===== config.mk =====
export PLATFORM = sky130hd
export DESIGN_NAME = second_difference_peak_search_top
export DESIGN_NICKNAME = d
export VERILOG_FILES = /design/src/design/sdps_pkg.sv /design/src/design/second_difference_peak_search_top.sv /design/src/design/sdps_in_stage.sv /design/src/design/sdps_track.sv /design/src/design/sdps_out_reg.sv
export SDC_FILE = /design/constraint.sdc
export NUM_CORES = 1
export LEC_CHECK = 0
export BUFFER_PORTS_ARGS = -buffer_cell sky130_fd_sc_hd__buf_4
export CORE_MARGIN = 2
export CORE_UTILIZATION = 32
export CTS_CLUSTER_DIAMETER = 50
export DETAILED_ROUTE_END_ITERATION = 8
export HOLD_SLACK_MARGIN = 0.02
export PLACE_DENSITY_LB_ADDON = 0.1
export SKIP_LAST_GASP = 1
export SYNTH_ARGS = -nofsm -noshare
export SYNTH_HDL_FRONTEND = slang
export SYNTH_SLANG_ARGS = --single-unit

===== constraint.sdc =====
create_clock -name clk -period 30.1 [get_ports clk]
set_clock_uncertainty 0.2 [all_clocks]
set_input_delay 3.01 -clock clk [delete_from_list [all_inputs] [get_ports clk]]
set_output_delay 3.01 -clock clk [all_outputs]
set_load 0.01 [all_outputs]

===== src/design/sdps_pkg.sv =====
package sdps_pkg;

	localparam int CHANNEL_BITS_DEF = 16;
	localparam int SAMPLE_BITS_DEF  = 32;

	localparam int CFG_ADDR_BITS = 1;
	localparam int CFG_DATA_BITS = 16;
	localparam int SIGMA_BITS    = 4;

	localparam logic [CFG_DATA_BITS-1:0] FIRST_CHANNEL_RST = 16'd3;
	localparam logic [SIGMA_BITS-1:0]    SIGMA_FACTOR_RST  = 4'd4;

	typedef enum logic [CFG_ADDR_BITS-1:0] {
		CFG_FIRST_CHANNEL = 1'b0,
		CFG_SIGMA_FACTOR  = 1'b1
	} cfg_reg_t;

	// Channel classes: above deviation, positive, non-positive.
	typedef enum logic [1:0] {
		CLASS_HIGH   = 2'd1,
		CLASS_POS    = 2'd2,
		CLASS_NONPOS = 2'd3
	} class_t;

	// Control from the tracking logic to the input and result registers.
	typedef struct packed {
		logic take;         // the word in the input register is consumed
		logic load_result;  // a peak is written into the result register
	} track_ctl_t;

endpackage


===== src/design/second_difference_peak_search_top.sv =====
// Channel      | Direction | Handshake                  | Contents
// s_axis       | in        | s_axis_tvalid/s_axis_tready | one spectrum channel word
// m_axis       | out       | m_axis_tvalid/m_axis_tready | one found peak word
// cfg          | in        | cfg_we                     | first_channel, sigma_factor
//
// One word is taken every cycle while no held result stalls it. A word is classified as it
// enters the input register, and its peak, if it completes one, goes from there into the
// result register, from which it can be taken downstream.
// Reset clears the marks and minima, sets the channel counter to 3 and sigma_factor to 4.
// A held result stalls only a word that completes another peak; s_axis_tready follows
// m_axis_tready through logic.
module second_difference_peak_search_top #(
	parameter int CHANNEL_BITS = sdps_pkg::CHANNEL_BITS_DEF,
	parameter int SAMPLE_BITS  = sdps_pkg::SAMPLE_BITS_DEF,
	localparam int IN_BITS  = ((2 * SAMPLE_BITS - 1 + 7) / 8) * 8,
	localparam int OUT_BITS = ((3 * CHANNEL_BITS + 7) / 8) * 8
) (
	input  logic                               clk,
	input  logic                               arst_n,
	input  logic                               s_axis_tvalid,
	output logic                               s_axis_tready,
	// second_difference, deviation, zero fill
	input  logic [IN_BITS-1:0]                 s_axis_tdata,
	output logic                               m_axis_tvalid,
	input  logic                               m_axis_tready,
	// peak_start, peak_center, peak_end, zero fill
	output logic [OUT_BITS-1:0]                m_axis_tdata,
	input  logic                               cfg_we,
	input  logic [sdps_pkg::CFG_ADDR_BITS-1:0] cfg_addr,
	input  logic [sdps_pkg::CFG_DATA_BITS-1:0] cfg_data
);

	logic signed [SAMPLE_BITS-1:0] second_difference;
	logic        [SAMPLE_BITS-2:0] deviation;

	sdps_pkg::track_ctl_t          ctl;
	logic                          valid_s1;
	logic signed [SAMPLE_BITS-1:0] sd_s1;
	logic        [SAMPLE_BITS-2:0] dev_s1;
	sdps_pkg::class_t              cls_s1;
	logic                          out_free;
	logic [CHANNEL_BITS-1:0]       res_start, res_center, res_end;
	logic [CHANNEL_BITS-1:0]       peak_start, peak_center, peak_end;

	// Unpack the input word; the fill bits above the deviation are ignored.
	assign second_difference = $signed(s_axis_tdata[SAMPLE_BITS-1:0]);
	assign deviation         = s_axis_tdata[2*SAMPLE_BITS-2:SAMPLE_BITS];

	sdps_in_stage #(
		.SAMPLE_BITS(SAMPLE_BITS)
	) u_in (
		.clk               (clk),
		.arst_n            (arst_n),
		.in_valid          (s_axis_tvalid),
		.in_ready          (s_axis_tready),
		.second_difference (second_difference),
		.deviation         (deviation),
		.ctl               (ctl),
		.valid_s1          (valid_s1),
		.sd_s1             (sd_s1),
		.dev_s1            (dev_s1),
		.cls_s1            (cls_s1)
	);

	sdps_track #(
		.CHANNEL_BITS(CHANNEL_BITS),
		.SAMPLE_BITS (SAMPLE_BITS)
	) u_track (
		.clk        (clk),
		.arst_n     (arst_n),
		.cfg_we     (cfg_we),
		.cfg_addr   (cfg_addr),
		.cfg_data   (cfg_data),
		.valid_s1   (valid_s1),
		.sd_s1      (sd_s1),
		.dev_s1     (dev_s1),
		.cls_s1     (cls_s1),
		.out_free   (out_free),
		.ctl        (ctl),
		.res_start  (res_start),
		.res_center (res_center),
		.res_end    (res_end)
	);

	sdps_out_reg #(
		.CHANNEL_BITS(CHANNEL_BITS)
	) u_out (
		.clk          (clk),
		.arst_n       (arst_n),
		.ctl          (ctl),
		.res_start    (res_start),
		.res_center   (res_center),
		.res_end      (res_end),
		.out_ready    (m_axis_tready),
		.out_free     (out_free),
		.valid_s2     (m_axis_tvalid),
		.pk_start_s2  (peak_start),
		.pk_center_s2 (peak_center),
		.pk_end_s2    (peak_end)
	);

	assign m_axis_tdata = OUT_BITS'({peak_end, peak_center, peak_start});

endmodule


===== src/design/sdps_in_stage.sv =====
// Input register: holds one word and classifies it against its deviation.
module sdps_in_stage #(
	parameter int SAMPLE_BITS = sdps_pkg::SAMPLE_BITS_DEF
) (
	input  logic                          clk,
	input  logic                          arst_n,
	input  logic                          in_valid,
	output logic                          in_ready,
	input  logic signed [SAMPLE_BITS-1:0] second_difference,
	input  logic        [SAMPLE_BITS-2:0] deviation,
	input  sdps_pkg::track_ctl_t          ctl,
	output logic                          valid_s1,
	output logic signed [SAMPLE_BITS-1:0] sd_s1,
	output logic        [SAMPLE_BITS-2:0] dev_s1,
	output sdps_pkg::class_t              cls_s1
);

	logic             accept;
	sdps_pkg::class_t cls;

	assign in_ready = !valid_s1 || ctl.take;
	assign accept   = in_valid && in_ready;

	always_comb begin
		if (second_difference > $signed({1'b0, deviation})) begin
			cls = sdps_pkg::CLASS_HIGH;
		end else if (!second_difference[SAMPLE_BITS-1] && (second_difference != '0)) begin
			cls = sdps_pkg::CLASS_POS;
		end else begin
			cls = sdps_pkg::CLASS_NONPOS;
		end
	end

	always_ff @(posedge clk or negedge arst_n) begin
		if (!arst_n) begin
			valid_s1 <= 1'b0;
		end else if (accept) begin
			valid_s1 <= 1'b1;
		end else if (ctl.take) begin
			valid_s1 <= 1'b0;
		end
	end

	always_ff @(posedge clk) begin
		if (accept) begin
			sd_s1  <= second_difference;
			dev_s1 <= deviation;
			cls_s1 <= cls;
		end
	end

endmodule


===== src/design/sdps_track.sv =====
// Mark tracking, running minimum, commit and significance test for one word.
module sdps_track #(
	parameter int CHANNEL_BITS = sdps_pkg::CHANNEL_BITS_DEF,
	parameter int SAMPLE_BITS  = sdps_pkg::SAMPLE_BITS_DEF
) (
	input  logic                                clk,
	input  logic                                arst_n,
	input  logic                                cfg_we,
	input  logic [sdps_pkg::CFG_ADDR_BITS-1:0]  cfg_addr,
	input  logic [sdps_pkg::CFG_DATA_BITS-1:0]  cfg_data,
	input  logic                                valid_s1,
	input  logic signed [SAMPLE_BITS-1:0]       sd_s1,
	input  logic        [SAMPLE_BITS-2:0]       dev_s1,
	input  sdps_pkg::class_t                    cls_s1,
	input  logic                                out_free,
	output sdps_pkg::track_ctl_t                ctl,
	output logic [CHANNEL_BITS-1:0]             res_start,
	output logic [CHANNEL_BITS-1:0]             res_center,
	output logic [CHANNEL_BITS-1:0]             res_end
);

	localparam int LIM_BITS = SAMPLE_BITS - 1 + sdps_pkg::SIGMA_BITS;

	logic [CHANNEL_BITS-1:0]             chan_q;
	logic [sdps_pkg::SIGMA_BITS-1:0]     sigma_q;
	sdps_pkg::class_t                    prev_cls_q;
	logic [CHANNEL_BITS-1:0]             rise_q, lobe_q, valley_q;
	logic [CHANNEL_BITS-1:0]             min_idx_q;
	logic signed [SAMPLE_BITS-1:0]       min_val_q;
	logic [SAMPLE_BITS-2:0]              min_dev_q;
	logic [CHANNEL_BITS-1:0]             com_idx_q;
	logic signed [SAMPLE_BITS-1:0]       com_val_q;
	logic [SAMPLE_BITS-2:0]              com_dev_q;

	logic [CHANNEL_BITS-1:0]             prev_ch;
	logic [CHANNEL_BITS-1:0]             rise_n, lobe_n, valley_n;
	logic                                restart;
	logic [CHANNEL_BITS-1:0]             min_idx_n;
	logic signed [SAMPLE_BITS-1:0]       min_val_n;
	logic [SAMPLE_BITS-2:0]              min_dev_n;
	logic                                run_end;
	logic                                commit;
	logic [CHANNEL_BITS-1:0]             com_idx_c;
	logic signed [SAMPLE_BITS-1:0]       com_val_c;
	logic [SAMPLE_BITS-2:0]              com_dev_c;
	logic [SAMPLE_BITS-1:0]              mag;
	logic [LIM_BITS-1:0]                 limit;
	logic                                pass;

	assign prev_ch = chan_q - CHANNEL_BITS'(1);

	// Class transitions set the marks; a new valley restarts the minimum search.
	always_comb begin
		rise_n   = rise_q;
		lobe_n   = lobe_q;
		valley_n = valley_q;
		restart  = 1'b0;
		case (prev_cls_q)
			sdps_pkg::CLASS_HIGH: begin
				if (cls_s1 == sdps_pkg::CLASS_NONPOS) begin
					valley_n = chan_q;
					lobe_n   = prev_ch;
					restart  = 1'b1;
				end else if (cls_s1 == sdps_pkg::CLASS_POS) begin
					lobe_n = prev_ch;
				end
			end
			sdps_pkg::CLASS_POS: begin
				if (cls_s1 == sdps_pkg::CLASS_NONPOS) begin
					valley_n = chan_q;
					restart  = 1'b1;
				end else if (cls_s1 == sdps_pkg::CLASS_HIGH) begin
					rise_n = chan_q;
				end
			end
			default: begin
			end
		endcase
	end

	// Only a strictly smaller value replaces the minimum, so the first one wins.
	always_comb begin
		min_idx_n = restart ? '0 : min_idx_q;
		min_val_n = restart ? '0 : min_val_q;
		min_dev_n = restart ? '0 : min_dev_q;
		if (sd_s1 < min_val_n) begin
			min_idx_n = chan_q;
			min_val_n = sd_s1;
			min_dev_n = dev_s1;
		end
	end

	assign run_end = (prev_cls_q == sdps_pkg::CLASS_NONPOS) &&
	                 (cls_s1 != sdps_pkg::CLASS_NONPOS);
	assign commit  = run_end && (rise_n != '0) && (lobe_n != '0) && (valley_n != '0) &&
	                 (prev_ch != '0) && min_val_n[SAMPLE_BITS-1];

	assign com_idx_c = commit ? min_idx_n : com_idx_q;
	assign com_val_c = commit ? min_val_n : com_val_q;
	assign com_dev_c = commit ? min_dev_n : com_dev_q;

	// Magnitude of the most negative value still fits in SAMPLE_BITS unsigned.
	assign mag   = com_val_c[SAMPLE_BITS-1] ? SAMPLE_BITS'(-com_val_c) : SAMPLE_BITS'(com_val_c);
	assign limit = LIM_BITS'(sigma_q) * LIM_BITS'(com_dev_c);
	assign pass  = run_end && (LIM_BITS'(mag) > limit);

	assign ctl.take        = valid_s1 && (!pass || out_free);
	assign ctl.load_result = valid_s1 && pass && out_free;

	assign res_start  = valley_n;
	assign res_center = com_idx_c;
	assign res_end    = prev_ch;

	always_ff @(posedge clk or negedge arst_n) begin
		if (!arst_n) begin
			chan_q <= CHANNEL_BITS'(sdps_pkg::FIRST_CHANNEL_RST);
		end else if (cfg_we && (sdps_pkg::cfg_reg_t'(cfg_addr) == sdps_pkg::CFG_FIRST_CHANNEL)) begin
			chan_q <= CHANNEL_BITS'(cfg_data);
		end else if (ctl.take) begin
			chan_q <= chan_q + CHANNEL_BITS'(1);
		end
	end

	always_ff @(posedge clk or negedge arst_n) begin
		if (!arst_n) begin
			sigma_q <= sdps_pkg::SIGMA_FACTOR_RST;
		end else if (cfg_we) begin
			unique case (sdps_pkg::cfg_reg_t'(cfg_addr))
				sdps_pkg::CFG_SIGMA_FACTOR:  sigma_q <= cfg_data[sdps_pkg::SIGMA_BITS-1:0];
				sdps_pkg::CFG_FIRST_CHANNEL: sigma_q <= sigma_q;
			endcase
		end
	end

	always_ff @(posedge clk or negedge arst_n) begin
		if (!arst_n) begin
			prev_cls_q <= sdps_pkg::CLASS_NONPOS;
			rise_q     <= '0;
			lobe_q     <= '0;
			valley_q   <= '0;
			min_idx_q  <= '0;
			min_val_q  <= '0;
			min_dev_q  <= '0;
			com_idx_q  <= '0;
			com_val_q  <= '0;
			com_dev_q  <= '0;
		end else if (ctl.take) begin
			prev_cls_q <= cls_s1;
			if (pass) begin
				rise_q    <= '0;
				lobe_q    <= '0;
				valley_q  <= '0;
				min_idx_q <= '0;
				min_val_q <= '0;
				min_dev_q <= '0;
				com_idx_q <= '0;
				com_val_q <= '0;
				com_dev_q <= '0;
			end else begin
				rise_q    <= rise_n;
				lobe_q    <= lobe_n;
				valley_q  <= valley_n;
				min_idx_q <= min_idx_n;
				min_val_q <= min_val_n;
				min_dev_q <= min_dev_n;
				com_idx_q <= com_idx_c;
				com_val_q <= com_val_c;
				com_dev_q <= com_dev_c;
			end
		end
	end

endmodule


===== src/design/sdps_out_reg.sv =====
// Result register: holds one peak until the downstream side takes it.
module sdps_out_reg #(
	parameter int CHANNEL_BITS = sdps_pkg::CHANNEL_BITS_DEF
) (
	input  logic                    clk,
	input  logic                    arst_n,
	input  sdps_pkg::track_ctl_t    ctl,
	input  logic [CHANNEL_BITS-1:0] res_start,
	input  logic [CHANNEL_BITS-1:0] res_center,
	input  logic [CHANNEL_BITS-1:0] res_end,
	input  logic                    out_ready,
	output logic                    out_free,
	output logic                    valid_s2,
	output logic [CHANNEL_BITS-1:0] pk_start_s2,
	output logic [CHANNEL_BITS-1:0] pk_center_s2,
	output logic [CHANNEL_BITS-1:0] pk_end_s2
);

	assign out_free = !valid_s2 || out_ready;

	always_ff @(posedge clk or negedge arst_n) begin
		if (!arst_n) begin
			valid_s2 <= 1'b0;
		end else if (ctl.load_result) begin
			valid_s2 <= 1'b1;
		end else if (out_ready) begin
			valid_s2 <= 1'b0;
		end
	end

	always_ff @(posedge clk) begin
		if (ctl.load_result) begin
			pk_start_s2  <= res_start;
			pk_center_s2 <= res_center;
			pk_end_s2    <= res_end;
		end
	end

endmodule


==> results_dict.tcl <==
set metrics [dict create \
    hpwl_um 53670 \
    setup_slack_ns 13.55 \
    initial_utilization_pct 32.17 \
    critPathKind "register to output pin" \
    fin_crit_sh_pct 54.99 \
    required_ns 26.89 \
    dr_total_vias 18880 \
    rows 98 \
    num-nets-final 2769 \
    path_max_fanout 52 \
    ant_nets 0 \
    cp_slowest_cell "a2111oi_0" \
    clk_latency_ns 0.60 \
    synth-main-ff-cell "dfrtp_1" \
    ir_drop_v 0.00004540 \
    yosys_warnings 0 \
    postCtsSetupBuffers 0 \
    syn_inst 2405 \
    die_h_um 271.6 \
    ys_types 85 \
    hold_path_startpoint "u_track.min_idx_q[7]" \
    drt_iter0_markers 1383 \
    io_buffers 134 \
    avgSynthCellArea_sq_um 9.529 \
    cts_resized 0 \
    layout-drive-gt1-share_pct 12.38 \
    whs_path_depth 2 \
    hold_class "register to register" \
    multiInputGateArea_sq_mm 0.01265 \
    cpPeakStageDelay_ns 0.57 \
    synthArstFlopShare_pct 67.06 \
    reg2reg_depth 47 \
    cts_max_path_buffers 3 \
    min_to "u_track.min_idx_q[7]" \
    status "complete, no violations" \
    n_antenna_cell 0 \
    cts_root_buf "clkbuf_16" \
    cts_buffers 53 \
    grt_pass1_vias 18860 \
    dpl_worst_slack_ns 14.12 \
    fillers 7138 \
    layout_common_cells "239 x nand2_1, 225 x dfrtp_1, 187 x o21ai_0, 169 x buf_4, 160 x inv_1" \
    cap_violations 0 \
    start_kind "register" \
    synth_area_leaders "dfrtp_1 25%, edfxtp_1 15%, ha_1 7.6%" \
    drc 0 \
    regArea_sq_mm 0.009155 \
    grt_start_max_net_pins 92 \
    power_density_mw_per_mm2 95.56 \
    syn_to_final_growth_pct 16.79 \
    endpoint_kind "output pin" \
    fmax_mhz 60.41 \
    grt.overflow.total 0 \
    rsz0062_at_grt "false" \
    synth_area_sq_mm 0.02292 \
    ys_seq_area_share_pct 39.95 \
    grtUsageTotal_pct 20.15 \
    arrival_ns 13.34 \
    slew-limit-headroom_pct 21.25 \
    leakage_nw 11.72 \
    drt_pass1_iterations 6 \
    clock-sinks 343 \
    ys_ff_latch 343 \
    period_needed_ns 16.55 \
    synth.top_cell.area_share_pct 24.57 \
    htreeDepth 2 \
    hold_buffers 0 \
    gp_congestion 0.8610 \
    wl_um 74780 \
    r2r_slack_ns 15.45 \
    path_clk_slew_ns 0.05 \
    grt_pass1_wl_um 116100 \
    cts_tree "done" \
    rr_endpoint "u_track.rise_q[7]" \
    vias_per_cell 5.428 \
    tns_ns 0 \
    ios 136 \
    drv_slew 0 \
    final_hold_viol_count 0 \
    synth-edff-count 113 \
    setup_violations 0 \
    avgRoutedWirePerCell_um 21.49 \
    reg2reg_from "u_track.prev_cls_q[0]" \
    die_x_um 271.6 \
    yosysTopAreaCell "dfrtp_1" \
    syn-num-nets 2689 \
    worst_slew_pin_slew_ns 1.169 \
    layout_commonest_cell "nand2_1" \
    antenna_found_initial 0 \
    core_area_sq_mm 0.07124 \
    die_area_sq_mm 0.07378 \
]
synth_stat cells (all sizes together), types with 6 or more instances:
| master | instances |
|---|---|
| nand2 | 241 |
| dfrtp | 225 |
| o21ai | 192 |
| inv | 160 |
| ha | 140 |
| a22o | 130 |
| clkbuf | 120 |
| edfxtp | 113 |
| nor2 | 112 |
| nand3 | 101 |
| a21oi | 98 |
| nor2b | 85 |
| fa | 58 |
| xnor2 | 51 |
| a21o | 39 |
| nand2b | 38 |
| nor3 | 37 |
| xor2 | 36 |
| nor4 | 32 |
| mux2i | 28 |
| nand4 | 28 |
| a221o | 26 |
| buf | 25 |
| and3 | 23 |
| and2 | 21 |
| o21a | 18 |
| or3 | 18 |
| o31ai | 14 |
| a31oi | 13 |
| mux2 | 13 |
| o211ai | 13 |
| a221oi | 12 |
| or4 | 11 |
| o21bai | 10 |
| o41ai | 10 |
| a22oi | 9 |
| o2bb2ai | 9 |
| a2111oi | 7 |
| a2bb2oi | 7 |
| o22ai | 7 |
| a211oi | 6 |
| or2 | 6 |
worst max-delay path by stage:
stage,start,to,slack (ns)
6_report,u_track.prev_cls_q[0],s_axis_tready,13.55
5_1_grt,u_track.prev_cls_q[0],s_axis_tready,12.65
4_1_cts,u_track.prev_cls_q[0],s_axis_tready,13.48
3_5_place_dp,u_track.prev_cls_q[0],s_axis_tready,14.12
3_3_place_gp,u_track.prev_cls_q[0],s_axis_tready,14.28
2_1_floorplan,u_track.prev_cls_q[0],s_axis_tready,15.86
area by class of cell:
cell class	count	area share [%]
Clock buffer	61	5.067
Clock inverter	38	1.982
Inverter	160	2.244
Multi-Input combinational cell	1757	47.27
Sequential cell	343	34.20
Tap cell	950	4.441
Timing Repair Buffer	170	4.796
power breakdown:
part,switching [mW],internal [mW]
logic,0.742,0.451
clock network,0.241,0.422
registers,0.0928,0.609
through the flow:
step                cells  hold WS [ns]  power [mW]  area [sq um]  util, %
floorplan            2405        0.2418       1.522         22920        -
global placement     3380        0.2556       1.883         24880    34.92
detailed placement   3380        0.2650       1.902         24880    34.92
CTS                  3479        0.2771       2.579         26770    37.57
global route         3479        0.2913       2.744         26770    37.57
finish               3479        0.2752       2.558         26770    37.57
cells by family (layout without fill, tap and decap cells):
group,Yosys count,count (layout),share of synthesized area [%]
AOI/OAI and AO/OA,658,658,19.96
xor gates and xnor gates,87,87,3.358
adders and majority gates,198,198,12.71
buffers and inverters,305,429,5.077
DFF,343,343,39.95
muxes,41,41,1.862
and+or+nand+nor,773,773,17.09
worst max-delay path: cells and delay by family, from the launching register on:
family,cells,cell delay [ns]
fa+ha+maj,6,2.39
simple gates,16,4.03
flops,1,0.54
buf+inv,7,1.32
compound gates,15,4.32
xor+xnor,1,0.12
state kept, by name (all words and copies together) (netlist names), 31 cells and up:
| name | cells |
|---|---|
| u_in.sd_s1 | 32 |
| u_track.min_val_q | 32 |
| u_track.min_dev_q | 31 |
| u_track.com_val_q | 32 |
| u_track.com_dev_q | 31 |
| u_in.dev_s1 | 31 |
routing by layer:
layer / track usage, % / part of all wire [%] / vias up
met2: 33.18 / 47 / 501
met1: 27.98 / 46 / 9420
met4: 5.292 / 2.3 / 0
met3: 2.459 / 4.2 / 88
met5: 0 / 0 / -
li1: - / - / 8875
Power figures use the tool's default switching activity.
